`src/rtl/sks_pkg.sv`:
```
// shared constants, types and helpers of the sorted key set engine
`timescale 1ns / 1ps

package sks_pkg;

  // pool geometry
  localparam int SLOT_COUNT = 256;
  localparam int IDX_W      = $clog2(SLOT_COUNT);
  localparam int PTR_W      = $clog2(SLOT_COUNT + 1);
  localparam int KEY_W      = 32;

  localparam logic [PTR_W-1:0] END_MARK = PTR_W'(SLOT_COUNT);
  localparam logic [PTR_W-1:0] LAST_PTR = PTR_W'(SLOT_COUNT - 1);
  localparam logic [IDX_W-1:0] LAST_IDX = IDX_W'(SLOT_COUNT - 1);
  localparam logic [KEY_W-1:0] KEY_MAX  = {KEY_W{1'b1}};

  // request codes
  typedef enum logic [1:0] {
    REQ_INIT     = 2'd0,
    REQ_ADD      = 2'd1,
    REQ_REMOVE   = 2'd2,
    REQ_CONTAINS = 2'd3
  } req_e;

  // sequencer states
  typedef enum logic [2:0] {
    ST_SWEEP,
    ST_IDLE,
    ST_WALK,
    ST_DECIDE,
    ST_ADD_LINK,
    ST_ADD_SET,
    ST_REM_SET,
    ST_RESP
  } state_e;

  // access request to the key and link memories
  typedef struct packed {
    logic             rd_en;
    logic [IDX_W-1:0] rd_addr;
    logic             link_we;
    logic             key_we;
    logic [IDX_W-1:0] waddr;
    logic [PTR_W-1:0] link_wdata;
    logic [KEY_W-1:0] key_wdata;
  } sks_mem_req_t;

  // any link at or beyond the pool size means end of chain
  function automatic logic [PTR_W-1:0] ptr_clamp(input logic [PTR_W-1:0] ptr);
    ptr_clamp = (ptr >= END_MARK) ? END_MARK : ptr;
  endfunction

endpackage

```
`src/rtl/sks_seq.sv`:
```
// list walk sequencer with the shared key compare and pointer registers
`timescale 1ns / 1ps

module sks_seq (
  input  logic                        clk_i,
  input  logic                        rst_ni,
  input  logic                        in_valid_i,
  output logic                        in_stall_o,
  input  logic [1:0]                  in_req_type_i,
  input  logic [sks_pkg::KEY_W-1:0]   in_key_i,
  output logic                        res_valid_o,
  output logic                        res_ok_o,
  input  logic                        res_take_i,
  output sks_pkg::sks_mem_req_t       mem_req_o,
  input  logic [sks_pkg::KEY_W-1:0]   key_rdata_i,
  input  logic [sks_pkg::PTR_W-1:0]   link_rdata_i
);

  sks_pkg::state_e state_q, state_d;
  sks_pkg::req_e   req_q, req_d, in_req;

  logic [sks_pkg::KEY_W-1:0] key_q, key_d;
  logic [sks_pkg::KEY_W-1:0] cur_key_q, cur_key_d;
  logic [sks_pkg::PTR_W-1:0] cur_q, cur_d;
  logic [sks_pkg::PTR_W-1:0] pred_q, pred_d;
  logic [sks_pkg::PTR_W-1:0] steps_q, steps_d;
  logic [sks_pkg::PTR_W-1:0] cur_link_q, cur_link_d;
  logic [sks_pkg::PTR_W-1:0] free_head_q, free_head_d;
  logic [sks_pkg::PTR_W-1:0] list_first_q, list_first_d;
  logic [sks_pkg::IDX_W-1:0] new_q, new_d;
  logic [sks_pkg::IDX_W-1:0] sweep_idx_q, sweep_idx_d;
  logic                      sweep_resp_q, sweep_resp_d;
  logic                      res_ok_q, res_ok_d;

  logic                      in_accept;
  logic                      walk_adv;
  logic [sks_pkg::PTR_W-1:0] walk_next;
  logic                      cur_end;
  logic                      hit;
  logic                      add_fail;
  logic [sks_pkg::PTR_W-1:0] set_target;

  assign in_req    = sks_pkg::req_e'(in_req_type_i);
  assign in_accept = in_valid_i && (state_q == sks_pkg::ST_IDLE);

  // shared compare unit: advance while the node key is below the search key and fewer than 256 steps were taken
  assign walk_adv  = (key_rdata_i < key_q) && (steps_q < sks_pkg::END_MARK);
  assign walk_next = sks_pkg::ptr_clamp(link_rdata_i);

  // decision terms on the node where the walk stopped
  assign cur_end  = (cur_q == sks_pkg::END_MARK);
  assign hit      = !cur_end && (cur_key_q == key_q);
  assign add_fail = hit || (cur_end && (key_q == sks_pkg::KEY_MAX)) ||
                    (free_head_q == sks_pkg::END_MARK);

  // next state
  always_comb begin
    state_d = state_q;
    case (state_q)
      sks_pkg::ST_SWEEP: begin
        if (sweep_idx_q == sks_pkg::LAST_IDX) begin
          state_d = sweep_resp_q ? sks_pkg::ST_RESP : sks_pkg::ST_IDLE;
        end
      end
      sks_pkg::ST_IDLE: begin
        if (in_valid_i) begin
          if (in_req == sks_pkg::REQ_INIT) begin
            state_d = sks_pkg::ST_SWEEP;
          end else if (sks_pkg::ptr_clamp(list_first_q) == sks_pkg::END_MARK) begin
            state_d = sks_pkg::ST_DECIDE;
          end else begin
            state_d = sks_pkg::ST_WALK;
          end
        end
      end
      sks_pkg::ST_WALK: begin
        if (!(walk_adv && (walk_next != sks_pkg::END_MARK))) begin
          state_d = sks_pkg::ST_DECIDE;
        end
      end
      sks_pkg::ST_DECIDE: begin
        if ((req_q == sks_pkg::REQ_ADD) && !add_fail) begin
          state_d = sks_pkg::ST_ADD_LINK;
        end else if ((req_q == sks_pkg::REQ_REMOVE) && hit) begin
          state_d = sks_pkg::ST_REM_SET;
        end else begin
          state_d = sks_pkg::ST_RESP;
        end
      end
      sks_pkg::ST_ADD_LINK: state_d = sks_pkg::ST_ADD_SET;
      sks_pkg::ST_ADD_SET:  state_d = sks_pkg::ST_RESP;
      sks_pkg::ST_REM_SET:  state_d = sks_pkg::ST_RESP;
      sks_pkg::ST_RESP: begin
        if (res_take_i) begin
          state_d = sks_pkg::ST_IDLE;
        end
      end
      default: state_d = sks_pkg::ST_IDLE;
    endcase
  end

  // handshake outputs
  always_comb begin
    in_stall_o  = (state_q != sks_pkg::ST_IDLE);
    res_valid_o = (state_q == sks_pkg::ST_RESP);
    res_ok_o    = res_ok_q;
  end

  // pointer for the predecessor update of add and remove
  assign set_target = (state_q == sks_pkg::ST_ADD_SET) ? sks_pkg::PTR_W'(new_q) :
                                                         sks_pkg::ptr_clamp(cur_link_q);

  // datapath registers and memory accesses
  always_comb begin
    req_d        = req_q;
    key_d        = key_q;
    cur_key_d    = cur_key_q;
    cur_d        = cur_q;
    pred_d       = pred_q;
    steps_d      = steps_q;
    cur_link_d   = cur_link_q;
    free_head_d  = free_head_q;
    list_first_d = list_first_q;
    new_d        = new_q;
    sweep_idx_d  = sweep_idx_q;
    sweep_resp_d = sweep_resp_q;
    res_ok_d     = res_ok_q;
    mem_req_o    = '0;

    case (state_q)
      // relink one slot a cycle as a free chain
      sks_pkg::ST_SWEEP: begin
        mem_req_o.link_we    = 1'b1;
        mem_req_o.waddr      = sweep_idx_q;
        mem_req_o.link_wdata = (sweep_idx_q == '0) ? sks_pkg::END_MARK :
                               sks_pkg::PTR_W'(sweep_idx_q) - sks_pkg::PTR_W'(1);
        sweep_idx_d          = sweep_idx_q + sks_pkg::IDX_W'(1);
        if (sweep_idx_q == sks_pkg::LAST_IDX) begin
          free_head_d  = sks_pkg::LAST_PTR;
          list_first_d = sks_pkg::END_MARK;
          res_ok_d     = 1'b0;
        end
      end
      // take a word and start the walk at the list head, or the relink pass for init
      sks_pkg::ST_IDLE: begin
        if (in_accept) begin
          req_d   = in_req;
          key_d   = in_key_i;
          pred_d  = sks_pkg::END_MARK;
          steps_d = '0;
          cur_d   = sks_pkg::ptr_clamp(list_first_q);
          if (in_req == sks_pkg::REQ_INIT) begin
            sweep_idx_d  = '0;
            sweep_resp_d = 1'b1;
          end else if (sks_pkg::ptr_clamp(list_first_q) != sks_pkg::END_MARK) begin
            mem_req_o.rd_en   = 1'b1;
            mem_req_o.rd_addr = list_first_q[sks_pkg::IDX_W-1:0];
          end
        end
      end
      // one node per cycle
      sks_pkg::ST_WALK: begin
        if (walk_adv) begin
          pred_d  = cur_q;
          cur_d   = walk_next;
          steps_d = steps_q + sks_pkg::PTR_W'(1);
          if (walk_next != sks_pkg::END_MARK) begin
            mem_req_o.rd_en   = 1'b1;
            mem_req_o.rd_addr = walk_next[sks_pkg::IDX_W-1:0];
          end
        end else begin
          cur_key_d  = key_rdata_i;
          cur_link_d = link_rdata_i;
        end
      end
      // settle the result; for a hit remove or a successful add, start the list update
      sks_pkg::ST_DECIDE: begin
        case (req_q)
          sks_pkg::REQ_CONTAINS: begin
            res_ok_d = (key_q == '0) || hit || (cur_end && (key_q == sks_pkg::KEY_MAX));
          end
          sks_pkg::REQ_ADD: begin
            res_ok_d = !add_fail;
            new_d    = free_head_q[sks_pkg::IDX_W-1:0];
            if (!add_fail) begin
              mem_req_o.rd_en   = 1'b1;
              mem_req_o.rd_addr = free_head_q[sks_pkg::IDX_W-1:0];
            end
          end
          sks_pkg::REQ_REMOVE: begin
            res_ok_d = hit;
            if (hit) begin
              mem_req_o.link_we    = 1'b1;
              mem_req_o.waddr      = cur_q[sks_pkg::IDX_W-1:0];
              mem_req_o.link_wdata = free_head_q;
              free_head_d          = cur_q;
            end
          end
          default: res_ok_d = 1'b0;
        endcase
      end
      // pop the free slot and fill it
      sks_pkg::ST_ADD_LINK: begin
        free_head_d          = walk_next;
        mem_req_o.key_we     = 1'b1;
        mem_req_o.link_we    = 1'b1;
        mem_req_o.waddr      = new_q;
        mem_req_o.key_wdata  = key_q;
        mem_req_o.link_wdata = cur_q;
      end
      // point the predecessor (or the list head) past the change
      sks_pkg::ST_ADD_SET, sks_pkg::ST_REM_SET: begin
        if (pred_q == sks_pkg::END_MARK) begin
          list_first_d = set_target;
        end else begin
          mem_req_o.link_we    = 1'b1;
          mem_req_o.waddr      = pred_q[sks_pkg::IDX_W-1:0];
          mem_req_o.link_wdata = set_target;
        end
      end
      default: begin
      end
    endcase
  end

  // control state
  always_ff @(posedge clk_i or negedge rst_ni) begin
    if (!rst_ni) begin
      state_q      <= sks_pkg::ST_SWEEP;
      sweep_idx_q  <= '0;
      sweep_resp_q <= 1'b0;
      free_head_q  <= sks_pkg::LAST_PTR;
      list_first_q <= sks_pkg::END_MARK;
    end else begin
      state_q      <= state_d;
      sweep_idx_q  <= sweep_idx_d;
      sweep_resp_q <= sweep_resp_d;
      free_head_q  <= free_head_d;
      list_first_q <= list_first_d;
    end
  end

  // payload registers
  always_ff @(posedge clk_i) begin
    req_q      <= req_d;
    key_q      <= key_d;
    cur_key_q  <= cur_key_d;
    cur_q      <= cur_d;
    pred_q     <= pred_d;
    steps_q    <= steps_d;
    cur_link_q <= cur_link_d;
    new_q      <= new_d;
    res_ok_q   <= res_ok_d;
  end

endmodule
```
`config.mk`:
```
export PLATFORM = sky130hd
export DESIGN_NAME = sks_seq
export DESIGN_NICKNAME = d
export VERILOG_FILES = /design/src/rtl/sks_pkg.sv /design/src/rtl/sks_seq.sv
export SDC_FILE = /design/constraint.sdc
export NUM_CORES = 1
export LEC_CHECK = 0
export ABC_AREA = 1
export BUFFER_PORTS_ARGS = -buffer_cell sky130_fd_sc_hd__buf_2
export CORE_ASPECT_RATIO = 1.75
export CORE_MARGIN = 2
export CORE_UTILIZATION = 57
export DETAILED_ROUTE_END_ITERATION = 8
export GPL_ROUTABILITY_DRIVEN = 0
export PLACE_DENSITY = 0.86
export SLEW_MARGIN = 25
export SYNTH_ARGS = -nofsm -noshare
export SYNTH_HDL_FRONTEND = slang
export SYNTH_SLANG_ARGS = --single-unit
```
`constraint.sdc`:
```
create_clock -name clk_i -period 5.41 [get_ports clk_i]
set_input_delay 0.541 -clock clk_i [delete_from_list [all_inputs] [get_ports clk_i]]
set_output_delay 0.541 -clock clk_i [all_outputs]
set_load 0.01 [all_outputs]
```
==> flow_summary.yaml, run 1 <==
clocking:
  cts_hold_buf: 0
  cts-htree-levels: 4
  tritoncts: "built"
  cts_buffers: 17
  path_clk_slew_ps: 60
  clk_path_buf_depth: 2
  clk_latency_ps: 420
  cts_setup_buffers: 0
  clock_sinks: 141
  ctsResizeCount: 0
  cts_root_buf: "clkbuf_16"
routing:
  wl_per_cell_um: 18.9
  drc: 4
  finalWirelength_um: 22700
  ant_nets: 0
  first_pass_iters: 9
  avgViaCountPerCell: 5.90
  drt_iter0_drc: 765
  via_count: 7068
global_routing:
  grt_start_max_net_pins: 36
  grt-ovfl-total: 0
  antenna_found_initial: 0
  track_usage_pct: 31.3
  grt_pass1_vias: 7211
  grt_pass1_wl_um: 35300
critical_path:
  arrival_ps: 3180
  crit_slowest_cell: "nor2_2"
  r2r_cells: 12
  startpoint: "state_q[0]"
  crit_chain: "nor2_2 > inv_1 > nor2_2 > inv_1 > buf_4 > o221ai_1 > o21bai_1 > buf_2"
  path_delay_family: "buffers and inverters"
  endpoint_kind: "output port"
  rr_startpoint: "key_q[27]"
  critPathMaxStageDelay_ps: 640
  critPathRequiredTime_ps: 4870
  ff2ff_setup_slack_ps: 2300
  path_depth: 8
  crit_path_max_fanout: 30
  cp-start-kind: "flip-flop"
  crit_buf_inv: 4
  r2r-end: "pred_q[4]"
  critPathKind: "reg2out"
  endpoint: "mem_req_o[40]"
logic_synthesis:
  synth-seq-cells: 141
  synthTopCellsByArea: "edfxtp_1, nand2_1, dfrtp_1, nor2_1, ha_1"
  ys_seq_area_share_pct: 52.2
  syn-num-nets: 976
  synth-main-ff-cell: "edfxtp_1"
  synth-async-reset-ratio_pct: 21.3
  avgSynthCellArea_sq_um: 9.10
  synth_area_leader_cell: "edfxtp_1"
  synth_top_area_share_pct: 42.5
  post_synth_num_cell_types: 48
  syn_area_sq_mm: 0.00785
  synthTopCellsByCount: "nand2_1, nor2_1, edfxtp_1"
  synth_most_common_cell: "nand2_1"
  synth_edf_count: 111
  yosys_warnings: 0
  synthCells: 863
timing:
  slew_violations: 0
  tns_ps: 0
  fmax_mhz: 269
  hold_viol: 0
  finalHoldWorstSlack_ps: 199
  period_share_pct: 68.7
  worst_pin_slew_ps: 961
  relSlewSlack_pct: 35.6
  skew_ps: 10.8
  period_minus_slack_ps: 3720
  grt_setup_unrepaired: "false"
  finalSetupViolations: 0
floorplanning:
  fp.dieW_um: 92.7
  die_area_sq_mm: 0.0148
  io_pins: 142
  coreArea_sq_mm: 0.0135
  die_h_um: 159
  rows: 56
  start_util_pct: 58.4
outcome:
  violations: "design-rule violations"
  run_status: "finished with violations"
placed_design:
  dp_hpwl_um: 17200
  io_buffer_count: 141
  place_area_sq_mm: 0.00874
final_layout:
  nFillCells: 988
  final_area_sq_mm: 0.00941
  area_growth_pct: 19.9
  diodes: 0
  drive_above_1_share_pct: 22.5
  nets: 1124
run:
  maxCapViolations: 0
power_and_ir_drop:
  powerDensity_mw_per_mm2: 525
  power_leakage_nw: 4.26
  ir_worst_vdd_mv: 0.358
worst_hold_path:
  hp-class: "in2async"
-- worst reg2reg max path, cell delays in order (launching register included) --
cell,delay [ps]
edfxtp_1,450
inv_2,120
ha_1,250
a21oi_1,190
o21ai_0,110
nand2_1,70
nand3b_1,130
a21oi_1,200
nand2_1,90
inv_1,190
nor2_4,130
nor2_2,490
buf_4,370
-- metrics by stage --
stage | setup slack [ps] | util (%) | cells | total power [mW]
after global placement | 2220 | 65.0 | 1166 | 3.50
final | 1690 | 70.0 | 1198 | 4.94
after global routing | 1560 | 70.0 | 1198 | 5.17
after detailed placement | 2150 | 65.0 | 1166 | 3.56
after CTS | 1800 | 70.0 | 1198 | 4.89
after floorplan | 527 | - | 863 | 2.96
-- worst min path at each step --
stage	end	startpoint	slack, ps	depth (start not counted)
2_1_floorplan	free_head_q[8]	rst_ni	250	0
3_3_place_gp	sweep_resp_q	sweep_resp_q	440	2
3_5_place_dp	sweep_resp_q	sweep_resp_q	450	2
4_1_cts	state_q[2]	rst_ni	210	1
5_1_grt	sweep_resp_q	rst_ni	250	1
6_report	state_q[2]	rst_ni	200	1
-- registers in the layout, summed over array words and instances (netlist names), 2 cells and up --
signal	cells
sweep_idx_q	8
pred_q	9
cur_link_q	9
cur_q	9
steps_q	9
list_first_q	9
free_head_q	9
state_q	3
req_q	2
cur_key_q	32
key_q	32
new_q	8
-- routing by layer --
layer	global-route usage [%]	share of wire [%]	routed length, um
met4	20.3	6.9	1560
met3	5.58	7.6	1720
met2	57.7	53	12100
met5	0	0	0
met1	31.3	32	7290
-- power breakdown --
part | switching [mW] | total [mW] | internal (mW)
Sequential | 0.257 | 1.85 | 1.60
Combinational | 1.20 | 1.75 | 0.552
Clock | 0.470 | 1.34 | 0.868
-- area by class of cell --
cell class / instances / area, sq um / share of cell area (%)
clock buffer: 18 / 429 / 4.56
sequential: 141 / 4100 / 43.5
timing repair buffer: 146 / 743 / 7.90
multi-input combinational: 588 / 3240 / 34.5
tap: 174 / 218 / 2.31
clock inverter: 14 / 243 / 2.58
inverter: 117 / 439 / 4.67
-- layout by cell type (no fill, tap or decap), types with 17 or more instances in the layout --
cell type / count
a21oi_1: 27
buf_2: 141
clkbuf_16: 17
dfrtp_1: 21
edfxtp_1: 111
ha_1: 34
inv_1: 104
nand2_1: 166
nand3_1: 42
nand4_1: 32
nor2_1: 122
o21ai_0: 33
xnor2_1: 22
-- cells by family after synthesis --
logic type | Yosys count | synth area share (%)
fa+ha+maj | 34 | 5.42
flops | 141 | 52.2
simple gates | 415 | 23.5
xor+xnor | 29 | 3.24
compound gates | 110 | 8.91
buf+inv | 134 | 6.73
Power figures use the tool's default switching activity.
==> run 2: changes to the inputs <==
--- a/config.mk
+++ b/config.mk
@@ -9,10 +9,10 @@
 export BUFFER_PORTS_ARGS = -buffer_cell sky130_fd_sc_hd__buf_2
 export CORE_ASPECT_RATIO = 1.75
 export CORE_MARGIN = 2
-export CORE_UTILIZATION = 57
+export CORE_UTILIZATION = 51
 export DETAILED_ROUTE_END_ITERATION = 8
 export GPL_ROUTABILITY_DRIVEN = 0
-export PLACE_DENSITY = 0.86
+export PLACE_DENSITY = 0.82
 export SLEW_MARGIN = 25
 export SYNTH_ARGS = -nofsm -noshare
 export SYNTH_HDL_FRONTEND = slang
==> constraint.sdc (replaced) <==
create_clock -name clk_i -period 3.3 [get_ports clk_i]
set_input_delay 0.33 -clock clk_i [delete_from_list [all_inputs] [get_ports clk_i]]
set_output_delay 0.33 -clock clk_i [all_outputs]
set_load 0.01 [all_outputs]
==> flow_summary.yaml, run 2 (synthesis gave the netlist of run 1 again) <==
outcome:
  run_status: "complete, no violations"
timing:
  period_minus_slack_ps: 3110
  hold_viol: 0
  relSlewSlack_pct: 41.8
  grt_setup_unrepaired: "false"
  slew_violations: 0
  setup_slack_ps: 189
  period_share_pct: 94.3
  fmax_mhz: 321
  worst_pin_slew_ps: 871
  finalSetupViolations: 0
  skew_ps: 8.52
  tns_ps: 0
routing:
  wl_per_cell_um: 18.6
  first_pass_iters: 5
  avgViaCountPerCell: 5.67
  drc: 0
  via_count: 6895
  finalWirelength_um: 22600
  ant_nets: 0
  drt_iter0_drc: 496
final_layout:
  final_cell_mix: "nand2_1, buf_2, nor2_1"
  reg_top3: "cur_key_q: 32 flops, key_q: 32 flops"
  nets: 1129
  final_common_cell: "nand2_1"
  drive_above_1_share_pct: 22.7
  nFillCells: 1246
  diodes: 0
  area_growth_pct: 20.4
critical_path:
  arrival_ps: 2780
  critPathMaxStageDelay_ps: 430
  path_delay_family: "simple AND/OR/NAND/NOR gates"
  endpoint_kind: "output port"
  crit_buf_inv: 3
  cp-start-kind: "flip-flop"
  crit_path_frequent_cell: "nand2_1"
  crit_slowest_cell: "edfxtp_1"
  crit_chain: "inv_1 > ha_1 > nand2_1 > nor4_2 > and3_1 > nand2_1 > nand3_1 > inv_1 > nand2_1 > nand3_1 > buf_2"
  critPathRequiredTime_ps: 2970
  critPathKind: "reg2out"
  crit_path_max_fanout: 3
power_and_ir_drop:
  p_clk_share_pct: 26.4
  p_int_mw: 4.89
  netSwitchingPower_mw: 3.17
  power_leakage_nw: 4.26
  power_frac_comb_pct: 35.9
  ir_worst_vdd_mv: 0.473
  powerDensity_mw_per_mm2: 853
  seqPwrFrac_pct: 37.7
  sw_frac_of_total_pct: 39.3
placed_design:
  dp_hpwl_um: 17300
  io_buffer_count: 141
  pre_cts_slack_ps: 287
floorplanning:
  coreArea_sq_mm: 0.0152
  rows: 60
  start_util_pct: 51.5
  die_h_um: 168
  die_area_sq_mm: 0.0164
  io_pins: 142
  fp.dieW_um: 97.8
global_routing:
  grt_start_max_net_pins: 42
  grt_pass1_wl_um: 34900
  track_usage_pct: 27.3
  grt-ovfl-total: 0
  grt_pass1_vias: 7099
  antenna_found_initial: 0
clocking:
  cts_root_buf: "clkbuf_16"
  clk_path_buf_depth: 2
  cts_setup_buffers: 0
  cts_buffers: 17
  clk_latency_ps: 420
  path_clk_slew_ps: 60
  cts-htree-levels: 4
  tritoncts: "built"
  clock_sinks: 141
worst_hold_path:
  hp-class: "in2reg"
run:
  maxCapViolations: 0
## run 2: cell types whose count changed in the layout (fill, tap and decap cells not counted), sizes merged
| cell | delta |
|---|---|
| clkbuf | +1 |
| clkinv | -3 |
| bufinv | -1 |
| dlygate4sd3 | +1 |
| clkinvlp | +2 |
| inv | +1 |
| buf | +4 |
## run 2: power by group through the flow
stage	Sequential (mW)	Combinational, mW	Clock [mW]
finish	3.04	2.89	2.13
global route	3.08	3.16	2.22
CTS	3.02	2.87	2.14
detailed placement	3.05	2.84	0
global placement	3.03	2.79	0
floorplan	2.91	1.95	0
## run 2: final timing paths
path	slack (ps)	depth (start not counted)	endpoint	start
max in group asynchronous	2270	2	list_first_q[7]	rst_ni
min in group asynchronous	520	2	state_q[0]	rst_ni
max reg2reg	230	10	cur_q[8]	key_q[31]
max	190	11	mem_req_o[56]	key_q[30]
min reg2reg	450	2	sweep_resp_q	sweep_resp_q
min	80	1	key_q[30]	in_key_i[30]
## run 2: routing by layer
layer | global-route usage (%) | wire, um | vias to the layer above
met4 | 19.3 | 1430 | 0
met2 | 51.0 | 12200 | 361
li1 | - | - | 3245
met3 | 4.15 | 1460 | 99
met5 | 0 | 0 | -
met1 | 27.1 | 7500 | 3190
## run 2: per-stage QoR
step	power [mW]	instance area, sq um	cells	utilization (%)	hold slack [ps]
floorplan	4.86	7860	863	-	34.4
global placement	5.82	8780	1182	57.6	438
detailed placement	5.88	8780	1182	57.6	443
CTS	8.03	9440	1215	62.0	69.1
global route	8.46	9450	1215	62.0	64.2
finish	8.06	9450	1215	62.0	78.9
## run 2: layout make-up
type	count	area [sq um]	area share (%)
flip-flops and latches	141	4100	43.3
multi-input cells	588	3250	34.4
repair buffers	151	783	8.29
inverters	117	439	4.65
clock buffers	19	433	4.58
well taps	186	233	2.46
clock inverters	13	214	2.26
## run 2: timing repair
| item | 4_1_cts | 5_1_grt |
|---|---|---|
| hold buffers | 1 | 0 |
| endpoints found under the setup margin | 0 | 2 |
| gates resized for setup | 0 | 1 |
| endpoints found under the hold margin | 5 | 0 |
